<file path="src/hdl/salru_pkg.sv">
// shared types, codes and constants of the set-associative lru cache controller
package salru_pkg;

    // default geometry
    localparam int SETS_DEF            = 8;
    localparam int WAYS_DEF            = 4;
    localparam int WORDS_PER_BLOCK_DEF = 4;
    localparam int BYTES_PER_WORD_DEF  = 4;

    // fixed field widths
    localparam int ADDR_W     = 32;
    localparam int TIME_W     = 10;
    localparam int CYC_W      = 8;
    localparam int ABITS_W    = 6;
    localparam int CFG_IDX_W  = 2;
    localparam int CFG_DATA_W = 8;

    // register reset values
    localparam logic [ABITS_W-1:0] ADDRESS_BITS_RST = ABITS_W'(32);
    localparam logic [CYC_W-1:0]   HIT_CYCLES_RST   = CYC_W'(1);
    localparam logic [CYC_W-1:0]   MISS_CYCLES_RST  = CYC_W'(10);
    localparam logic [CYC_W-1:0]   WB_CYCLES_RST    = CYC_W'(10);

    // access codes
    typedef enum logic [1:0] {
        ACT_READ  = 2'd0,
        ACT_WRITE = 2'd1,
        ACT_FLUSH = 2'd2,
        ACT_NONE  = 2'd3
    } action_t;

    // configuration register indexes
    typedef enum logic [CFG_IDX_W-1:0] {
        REG_ADDRESS_BITS = 2'd0,
        REG_HIT_CYCLES   = 2'd1,
        REG_MISS_CYCLES  = 2'd2,
        REG_WB_CYCLES    = 2'd3
    } cfg_reg_t;

    // status of one set lookup
    typedef struct packed {
        logic hit;
        logic victim_dirty;
    } lookup_status_t;

    // floor of log2, for elaboration
    function automatic int flog2(input int x);
        int n;
        int v;
        n = 0;
        v = x;
        while (v > 1) begin
            v = v >> 1;
            n = n + 1;
        end
        return n;
    endfunction

endpackage

</file>
<file path="src/hdl/salru_ram.sv">
// generic single-port-write, registered-read ram
module salru_ram #(
    parameter int WIDTH = 8,
    parameter int DEPTH = 8,
    localparam int AW = (DEPTH > 1) ? $clog2(DEPTH) : 1
) (
    input  logic             clk,
    input  logic             we,
    input  logic [AW-1:0]    waddr,
    input  logic [WIDTH-1:0] wdata,
    input  logic             re,
    input  logic [AW-1:0]    raddr,
    output logic [WIDTH-1:0] rdata
);

    logic [WIDTH-1:0] mem [DEPTH];
    logic [WIDTH-1:0] rdata_reg;

    // write port
    always_ff @(posedge clk)
    begin
        if (we)
        begin
            mem[waddr] <= wdata;
        end
    end

    // registered read port, holds when not enabled
    always_ff @(posedge clk)
    begin
        if (re)
        begin
            rdata_reg <= mem[raddr];
        end
    end

    assign rdata = rdata_reg;

endmodule

</file>
<file path="src/hdl/salru_lookup.sv">
// tag match, victim choice and lru reorder for one set
module salru_lookup
    import salru_pkg::*;
#(
    parameter int WAYS  = WAYS_DEF,
    parameter int TAG_W = 25,
    parameter int WB    = 2
) (
    input  logic [WAYS*TAG_W-1:0] tags,
    input  logic [WAYS-1:0]       valid,
    input  logic [WAYS-1:0]       dirty,
    input  logic [WAYS*WB-1:0]    recency,
    input  logic [TAG_W-1:0]      tag,
    output lookup_status_t        status,
    output logic [WB-1:0]         way,
    output logic [WAYS*WB-1:0]    recency_new
);

    logic              hit;
    logic [WB-1:0]     hit_way;
    logic [WB-1:0]     victim;
    logic [WB-1:0]     pos;
    logic [WAYS*WB-1:0] rec_up;

    // first matching way wins
    always_comb
    begin
        hit     = 1'b0;
        hit_way = '0;
        for (int w = 0; w < WAYS; w++)
        begin
            if (!hit && valid[w] && (tags[w*TAG_W +: TAG_W] == tag))
            begin
                hit     = 1'b1;
                hit_way = WB'(w);
            end
        end
    end

    // least recent way is the victim on a miss
    assign victim = recency[WB-1:0];
    assign way    = hit ? hit_way : victim;

    assign status.hit          = hit;
    assign status.victim_dirty = valid[victim] & dirty[victim];

    // position of the used way in the order
    always_comb
    begin
        pos = '0;
        for (int i = 0; i < WAYS; i++)
        begin
            if (recency[i*WB +: WB] == way)
            begin
                pos = WB'(i);
            end
        end
    end

    // move the used way to the most recent end
    assign rec_up = recency >> WB;

    always_comb
    begin
        for (int i = 0; i < WAYS; i++)
        begin
            if (i == WAYS - 1)
            begin
                recency_new[i*WB +: WB] = way;
            end
            else if (WB'(i) < pos)
            begin
                recency_new[i*WB +: WB] = recency[i*WB +: WB];
            end
            else
            begin
                recency_new[i*WB +: WB] = rec_up[i*WB +: WB];
            end
        end
    end

endmodule

</file>
<file path="src/hdl/set_assoc_lru_cache_controller_unit.sv">
// set-associative write-back lru cache controller: tag, dirty and recency bookkeeping
// read/write: accepted when start is high and busy low (tag ram read, then read-modify-write
//   in S_LOOK); the word on done is registered there and shows as busy falls again
// flush: each of the 2**index_bits sets in turn, a tag ram read then a scan of its ways;
//   last word from S_FL_END after the walk; one word per dirty block, or one empty word
// reset: lines invalid, recency 0..WAYS-1 per set, registers at reset values; usable the
//   cycle after reset, no clearing pass; results cannot be stalled
module set_assoc_lru_cache_controller_unit
    import salru_pkg::*;
#(
    parameter int SETS            = SETS_DEF,
    parameter int WAYS            = WAYS_DEF,
    parameter int WORDS_PER_BLOCK = WORDS_PER_BLOCK_DEF,
    parameter int BYTES_PER_WORD  = BYTES_PER_WORD_DEF,
    localparam int IB    = flog2(SETS),
    localparam int SET_W = (IB > 0) ? IB : 1
) (
    input  logic                  clk,
    input  logic                  rst_n,
    input  logic                  start,
    input  logic [1:0]            action,
    input  logic [ADDR_W-1:0]     address,
    output logic                  busy,
    input  logic                  cfg_write,
    input  logic [CFG_IDX_W-1:0]  cfg_index,
    input  logic [CFG_DATA_W-1:0] cfg_data,
    output logic                  done,
    output logic                  hit,
    output logic [SET_W-1:0]      set_index,
    output logic [TIME_W-1:0]     cycles_taken,
    output logic                  writeback,
    output logic [ADDR_W-1:0]     writeback_address,
    output logic                  last
);

    localparam int OB       = flog2(WORDS_PER_BLOCK * BYTES_PER_WORD);
    localparam int TAG_W    = ADDR_W - OB - IB;
    localparam int WB       = (WAYS > 1) ? $clog2(WAYS) : 1;
    localparam int AW       = (SETS > 1) ? $clog2(SETS) : 1;
    localparam int ROW_W    = WAYS * TAG_W + WAYS + WAYS * WB;
    localparam int N_WALK   = 1 << IB;
    localparam logic [SET_W-1:0] LAST_SET = SET_W'(N_WALK - 1);
    localparam logic [WB-1:0]    LAST_WAY = WB'(WAYS - 1);

    typedef enum logic [2:0] {
        S_IDLE,
        S_LOOK,
        S_FL_READ,
        S_FL_SCAN,
        S_FL_END
    } state_t;

    // configuration registers
    logic [ABITS_W-1:0] address_bits_reg;
    logic [CYC_W-1:0]   hit_cycles_reg;
    logic [CYC_W-1:0]   miss_cycles_reg;
    logic [CYC_W-1:0]   wb_cycles_reg;

    // control and payload registers
    state_t             state_reg;
    logic               write_reg;
    logic [TAG_W-1:0]   tag_reg;
    logic [SET_W-1:0]   cur_set_reg;
    logic [WB-1:0]      way_cnt_reg;
    logic [WAYS-1:0]    valid_reg [SETS];
    logic               pend_valid_reg;
    logic [SET_W-1:0]   pend_set_reg;
    logic [ADDR_W-1:0]  pend_addr_reg;
    logic               done_reg;
    logic               hit_reg;
    logic [SET_W-1:0]   set_index_reg;
    logic [TIME_W-1:0]  cycles_taken_reg;
    logic               writeback_reg;
    logic [ADDR_W-1:0]  wb_addr_reg;
    logic               last_reg;

    // input address split
    logic [ADDR_W-1:0]  in_masked;
    logic [SET_W-1:0]   in_set;
    logic [TAG_W-1:0]   in_tag;
    logic               in_accept;

    // ram side
    logic               ram_we;
    logic [AW-1:0]      ram_waddr;
    logic [ROW_W-1:0]   ram_wdata;
    logic               ram_re;
    logic [AW-1:0]      ram_raddr;
    logic [ROW_W-1:0]   ram_rdata;

    // row fields and lookup results
    logic [WAYS*TAG_W-1:0] row_tags;
    logic [WAYS-1:0]       row_dirty;
    logic [WAYS*WB-1:0]    row_rec;
    logic [WAYS*WB-1:0]    rec_init;
    logic [WAYS*WB-1:0]    rec_eff;
    logic [WAYS-1:0]       set_valid;
    lookup_status_t        lk_status;
    logic [WB-1:0]         lk_way;
    logic [WAYS*WB-1:0]    lk_rec_new;
    logic [WAYS*TAG_W-1:0] tags_new;
    logic [WAYS-1:0]       dirty_new;
    logic [ADDR_W-1:0]     set_part;
    logic [ADDR_W-1:0]     victim_addr;
    logic [ADDR_W-1:0]     scan_addr;
    logic                  scan_found;
    logic [TIME_W-1:0]     miss_time;

    // configuration writes
    always_ff @(posedge clk or negedge rst_n)
    begin
        if (!rst_n)
        begin
            address_bits_reg <= ADDRESS_BITS_RST;
            hit_cycles_reg   <= HIT_CYCLES_RST;
            miss_cycles_reg  <= MISS_CYCLES_RST;
            wb_cycles_reg    <= WB_CYCLES_RST;
        end
        else if (cfg_write)
        begin
            case (cfg_index)
                REG_ADDRESS_BITS: address_bits_reg <= cfg_data[ABITS_W-1:0];
                REG_HIT_CYCLES:   hit_cycles_reg   <= cfg_data;
                REG_MISS_CYCLES:  miss_cycles_reg  <= cfg_data;
                REG_WB_CYCLES:    wb_cycles_reg    <= cfg_data;
                default:          ;
            endcase
        end
    end

    // mask the address and split it into set and tag
    assign in_masked = address & ~({ADDR_W{1'b1}} << address_bits_reg);
    assign in_set    = (IB == 0) ? '0 : SET_W'(in_masked >> OB);
    assign in_tag    = TAG_W'(in_masked >> (OB + IB));
    assign in_accept = start && (state_reg == S_IDLE);

    // ram port control
    assign ram_re    = (in_accept && ((action == ACT_READ) || (action == ACT_WRITE)))
                       || (state_reg == S_FL_READ);
    assign ram_raddr = (state_reg == S_IDLE) ? AW'(in_set) : AW'(cur_set_reg);
    assign ram_waddr = AW'(cur_set_reg);
    assign ram_we    = (state_reg == S_LOOK)
                       || ((state_reg == S_FL_SCAN) && (way_cnt_reg == LAST_WAY));
    assign ram_wdata = (state_reg == S_LOOK) ? {tags_new, dirty_new, lk_rec_new}
                                             : {row_tags, {WAYS{1'b0}}, row_rec};

    salru_ram #(
        .WIDTH (ROW_W),
        .DEPTH (SETS)
    ) u_tag_ram (
        .clk   (clk),
        .we    (ram_we),
        .waddr (ram_waddr),
        .wdata (ram_wdata),
        .re    (ram_re),
        .raddr (ram_raddr),
        .rdata (ram_rdata)
    );

    // row layout: tags, dirty bits, recency order least recent first
    assign row_tags  = ram_rdata[ROW_W-1 -: WAYS*TAG_W];
    assign row_dirty = ram_rdata[WAYS*WB +: WAYS];
    assign row_rec   = ram_rdata[WAYS*WB-1:0];
    assign set_valid = valid_reg[AW'(cur_set_reg)];

    // an untouched set still has its reset order
    always_comb
    begin
        for (int i = 0; i < WAYS; i++)
        begin
            rec_init[i*WB +: WB] = WB'(i);
        end
    end

    assign rec_eff = (|set_valid) ? row_rec : rec_init;

    salru_lookup #(
        .WAYS  (WAYS),
        .TAG_W (TAG_W),
        .WB    (WB)
    ) u_lookup (
        .tags        (row_tags),
        .valid       (set_valid),
        .dirty       (row_dirty),
        .recency     (rec_eff),
        .tag         (tag_reg),
        .status      (lk_status),
        .way         (lk_way),
        .recency_new (lk_rec_new)
    );

    // row update for an access
    always_comb
    begin
        tags_new  = row_tags;
        dirty_new = row_dirty;
        if (!lk_status.hit)
        begin
            tags_new[lk_way*TAG_W +: TAG_W] = tag_reg;
            dirty_new[lk_way]               = 1'b0;
        end
        if (write_reg)
        begin
            dirty_new[lk_way] = 1'b1;
        end
    end

    // block addresses for writeback
    assign set_part    = ADDR_W'(cur_set_reg) << OB;
    assign victim_addr = (ADDR_W'(row_tags[lk_way*TAG_W +: TAG_W]) << (OB + IB)) | set_part;
    assign scan_addr   = (ADDR_W'(row_tags[way_cnt_reg*TAG_W +: TAG_W]) << (OB + IB))
                         | set_part;
    assign scan_found  = set_valid[way_cnt_reg] & row_dirty[way_cnt_reg];

    // miss time: block read, optional writeback, final hit
    assign miss_time = TIME_W'(miss_cycles_reg) + TIME_W'(hit_cycles_reg)
                       + (lk_status.victim_dirty ? TIME_W'(wb_cycles_reg) : '0);

    // sequencer with registered result word
    always_ff @(posedge clk or negedge rst_n)
    begin
        if (!rst_n)
        begin
            state_reg      <= S_IDLE;
            done_reg       <= 1'b0;
            pend_valid_reg <= 1'b0;
            way_cnt_reg    <= '0;
            cur_set_reg    <= '0;
            for (int s = 0; s < SETS; s++)
            begin
                valid_reg[s] <= '0;
            end
        end
        else
        begin
            done_reg <= 1'b0;
            case (state_reg)
                S_IDLE:
                begin
                    if (start)
                    begin
                        case (action)
                            ACT_READ, ACT_WRITE:
                            begin
                                write_reg   <= (action == ACT_WRITE);
                                tag_reg     <= in_tag;
                                cur_set_reg <= in_set;
                                state_reg   <= S_LOOK;
                            end
                            ACT_FLUSH:
                            begin
                                cur_set_reg    <= '0;
                                pend_valid_reg <= 1'b0;
                                state_reg      <= S_FL_READ;
                            end
                            default: ;
                        endcase
                    end
                end

                // tag compare, row write back, result word
                S_LOOK:
                begin
                    valid_reg[AW'(cur_set_reg)][lk_way] <= 1'b1;
                    done_reg         <= 1'b1;
                    hit_reg          <= lk_status.hit;
                    set_index_reg    <= cur_set_reg;
                    cycles_taken_reg <= lk_status.hit ? TIME_W'(hit_cycles_reg) : miss_time;
                    writeback_reg    <= !lk_status.hit && lk_status.victim_dirty;
                    wb_addr_reg      <= (!lk_status.hit && lk_status.victim_dirty)
                                        ? victim_addr : '0;
                    last_reg         <= 1'b1;
                    state_reg        <= S_IDLE;
                end

                S_FL_READ:
                begin
                    way_cnt_reg <= '0;
                    state_reg   <= S_FL_SCAN;
                end

                // one way per cycle; a found block is held back until the next one is found, for last
                S_FL_SCAN:
                begin
                    if (scan_found)
                    begin
                        if (pend_valid_reg)
                        begin
                            done_reg         <= 1'b1;
                            hit_reg          <= 1'b0;
                            set_index_reg    <= pend_set_reg;
                            cycles_taken_reg <= '0;
                            writeback_reg    <= 1'b1;
                            wb_addr_reg      <= pend_addr_reg;
                            last_reg         <= 1'b0;
                        end
                        pend_valid_reg <= 1'b1;
                        pend_set_reg   <= cur_set_reg;
                        pend_addr_reg  <= scan_addr;
                    end
                    way_cnt_reg <= way_cnt_reg + WB'(1);
                    if (way_cnt_reg == LAST_WAY)
                    begin
                        if (cur_set_reg == LAST_SET)
                        begin
                            state_reg <= S_FL_END;
                        end
                        else
                        begin
                            cur_set_reg <= cur_set_reg + SET_W'(1);
                            state_reg   <= S_FL_READ;
                        end
                    end
                end

                // final flush word, or the empty word
                S_FL_END:
                begin
                    done_reg         <= 1'b1;
                    hit_reg          <= 1'b0;
                    set_index_reg    <= pend_valid_reg ? pend_set_reg : '0;
                    cycles_taken_reg <= '0;
                    writeback_reg    <= pend_valid_reg;
                    wb_addr_reg      <= pend_valid_reg ? pend_addr_reg : '0;
                    last_reg         <= 1'b1;
                    state_reg        <= S_IDLE;
                end

                default:
                begin
                    state_reg <= S_IDLE;
                end
            endcase
        end
    end

    // ports
    assign busy              = (state_reg != S_IDLE);
    assign done              = done_reg;
    assign hit               = hit_reg;
    assign set_index         = set_index_reg;
    assign cycles_taken      = cycles_taken_reg;
    assign writeback         = writeback_reg;
    assign writeback_address = wb_addr_reg;
    assign last              = last_reg;

endmodule

</file>
<file path="config.mk">
export PLATFORM = sky130hd
export DESIGN_NAME = set_assoc_lru_cache_controller_unit
export DESIGN_NICKNAME = d
export VERILOG_FILES = /design/src/hdl/salru_pkg.sv /design/src/hdl/salru_ram.sv /design/src/hdl/salru_lookup.sv /design/src/hdl/set_assoc_lru_cache_controller_unit.sv
export SDC_FILE = /design/constraint.sdc
export NUM_CORES = 1
export LEC_CHECK = 0
export ABC_CLOCK_PERIOD_IN_PS = 17800
export BUFFER_PORTS_ARGS = -buffer_cell sky130_fd_sc_hd__buf_2
export CAP_MARGIN = 20
export CORE_MARGIN = 3
export CORE_UTILIZATION = 55
export DETAILED_ROUTE_END_ITERATION = 8
export GPL_TIMING_DRIVEN = 1
export HOLD_SLACK_MARGIN = 0.12
export PLACE_DENSITY = 0.71
export SETUP_SLACK_MARGIN = 0.4
export SYNTH_ARGS = -nofsm -noshare
export SYNTH_HDL_FRONTEND = slang
export SYNTH_SLANG_ARGS = --single-unit
export TNS_END_PERCENT = 100
</file>
<file path="constraint.sdc">
create_clock -name clk -period 17.8 [get_ports clk]
set_input_delay 3.56 -clock clk [delete_from_list [all_inputs] [get_ports clk]]
set_output_delay 3.56 -clock clk [all_outputs]
set_load 0.02 [all_outputs]
</file>
==> impl_metrics.json <==
{
  "fin_nets": 4271,
  "clock.fmax_ghz": 0.142,
  "drtAntennaViolNets": 0,
  "timing.final.crit_share_pct": 39.7,
  "ys_warn_count": 0,
  "fp-row-count": 110,
  "drcViolationCount": 0,
  "drt-total-wl_um": 134000,
  "wl_met3_um": 14900,
  "tns_ns": 0,
  "antenna_found_initial": 6,
  "synthArstFlopShare_pct": 6.11,
  "endpoint_kind": "flop",
  "setup_viol": 0,
  "p_leak_nw": 19.8,
  "critPathLaunchType": "input port",
  "largest_reg_flops": 896,
  "via_per_inst": 6.14,
  "met2_length_um": 61200,
  "syn_area_sq_mm": 0.0501,
  "syn_inst": 4208,
  "cts_tree": "yes",
  "layout_common_cells": "nand2_1 (1358), edfxtp_1 (1106), nand3_1 (620)",
  "max_stage_delay_ns": 0.93,
  "die_w_um": 308,
  "rsz0062_at_grt": "no",
  "hp-class": "flop to flop",
  "drtIter0Drc": 4389,
  "ys_seq_area_share_pct": 69.9,
  "nFillCells": 6780,
  "syn-mean-instance-area_sq_um": 11.9,
  "slowest_stage": "buf_4",
  "drt-wirelength-per-cell_um": 24.5,
  "die_area_sq_mm": 0.0948,
  "vias": 33528,
  "final_common_cell": "nand2_1",
  "path_cells": "buf_2 > a21boi_0 > inv_1 > o21ai_4 > buf_4 > buf_4 > nand3_1 > nand2_1 > o21ai_0",
  "syn_to_final_growth_pct": 10.2,
  "drive_above_1_share_pct": 9.64,
  "min_period_ns": 7.07,
  "overflow": 0,
  "clockBufferDepth": 3,
  "numPortBuffers": 89,
  "netlist-cell-type-count": 69,
  "clock_latency_ns": 0.70,
  "power.total_mw": 11.4,
  "crit_fanout": 86,
  "fin_skew_ns": 0.0374,
  "hold_violations": 0,
  "ys_ff_latch": 1178,
  "worst-setup-path-type": "input port to flop",
  "grt_first_pass_wirelength_um": 199000,
  "cts.sinks": 1178,
  "grt_max_degree": 196,
  "worstMarginPinSlew_ns": 1.21,
  "path_common_cell": "buf_4",
  "wl_met1_um": 52300,
  "status": "finished clean",
  "slew_violations": 0,
  "io_pins": 98,
  "core_sq_mm": 0.0901,
  "h-tree-depth": 3,
  "crit_arrival_ns": 7.47,
  "start_util_pct": 55.6,
  "gp_congestion": 0.884,
  "hpwlAfterDp_um": 71800,
  "synth_edf_count": 1106,
  "dr.pass1.iters": 6,
  "cts_root_buffer": "clkbuf_16",
  "p_per_area_mw_per_mm2": 207,
  "cp.required_ns": 18.20,
  "postCtsSetupBuffers": 0,
  "slew_headroom_pct": 19.3,
  "grt_use_total_pct": 28.1,
  "hold_buffers": 0,
  "path_clk_slew_ns": 0.06,
  "post_cts_resized": 0,
  "top_layer_used": "met5",
  "cap_violations": 0,
  "die_h_um": 308,
  "cts_buffers": 116,
  "grt_pass1_vias": 31511,
  "synth_ff_type": "edfxtp_1",
  "peakVddDrop_v": 0.000213
}
## final timing paths
| check | start | slack, ns | endpoint | depth (start not counted) |
|---|---|---|---|---|
| max reg2reg | cur_set_reg[0] | 10.75 | u_tag_ram.mem[3][104] | 12 |
| max in group asynchronous | rst_n | 14.15 | way_cnt_reg[0] | 1 |
| min in group asynchronous | rst_n | 2.99 | done | 1 |
| min | valid_reg[17] | 0.47 | valid_reg[17] | 1 |
| max | address[4] | 10.73 | u_tag_ram.rdata[35] | 9 |
| min reg2reg | valid_reg[17] | 0.47 | valid_reg[17] | 1 |
## synth_stat cells, types with 10 or more instances
library cell | n | share of area, %
a21boi_0 | 10 | 0.15
a21oi_1 | 31 | 0.31
a32o_1 | 25 | 0.50
and2_1 | 16 | 0.20
and3_1 | 11 | 0.14
buf_1 | 10 | 0.075
clkbuf_1 | 255 | 1.9
dfrtp_1 | 66 | 3.3
edfxtp_1 | 1106 | 66
ha_1 | 18 | 0.45
inv_1 | 22 | 0.16
mux2_2 | 31 | 0.70
mux4_2 | 30 | 1.3
nand2_1 | 1364 | 10
nand3_1 | 620 | 6.2
nand4_1 | 14 | 0.17
nor2_1 | 44 | 0.33
nor3_1 | 18 | 0.18
nor4_1 | 11 | 0.14
o21ai_0 | 207 | 2.1
o21ai_1 | 29 | 0.29
o21bai_1 | 31 | 0.46
xnor2_1 | 54 | 0.94
xor2_1 | 55 | 0.96
## report_power, final
group          switching (mW)  internal, mW
Clock                    1.03          1.31
Sequential              0.394          4.26
Combinational            3.22          1.21
## cell type report
class	count	area [sq um]	area share, %
clock buffers	143	3040	5.50
multi-input cells	2729	14100	25.5
well taps	1176	1470	2.67
clock inverters	65	554	1.00
repair buffers	146	943	1.71
flip-flops and latches	1178	35000	63.4
inverters	25	93.8	0.170
diodes	1	2.50	0.00453
## stage by stage
stage	instances	hold slack, ns	setup slack (ns)	area (sq um)	util, %
detailed placement	5252	0.459	10.13	51600	57.2
CTS	5460	0.473	10.85	55200	61.2
floorplan	4211	0.436	8.77	50100	-
global route	5462	0.490	10.42	55200	61.2
global placement	5251	0.453	10.15	51600	57.2
finish	5463	0.472	10.73	55200	61.2
## per-layer routing
layer | global-route usage, % | vias to the layer above
met5 | 0 | -
met4 | 11.3 | 10
met3 | 5.80 | 334
met2 | 43.0 | 1965
met1 | 39.9 | 16304
li1 | - | 14915
## critical path: cells and delay by family
kind                   cells  cell delay, ns
AO/OA/AOI/OAI              3            1.43
AND/OR/NAND/NOR            2            0.29
buffers and inverters      4            2.07
## cell families after synthesis
kind of cell	count (synthesis)	synth area share, %
simple gates	2139	18.2
flops	1178	69.9
compound gates	378	4.58
buf+inv	304	2.35
xor+xnor	109	1.91
mux	72	2.27
fa+ha+maj	27	0.809
other cells	1	0.00748
Power figures use the tool's default switching activity.
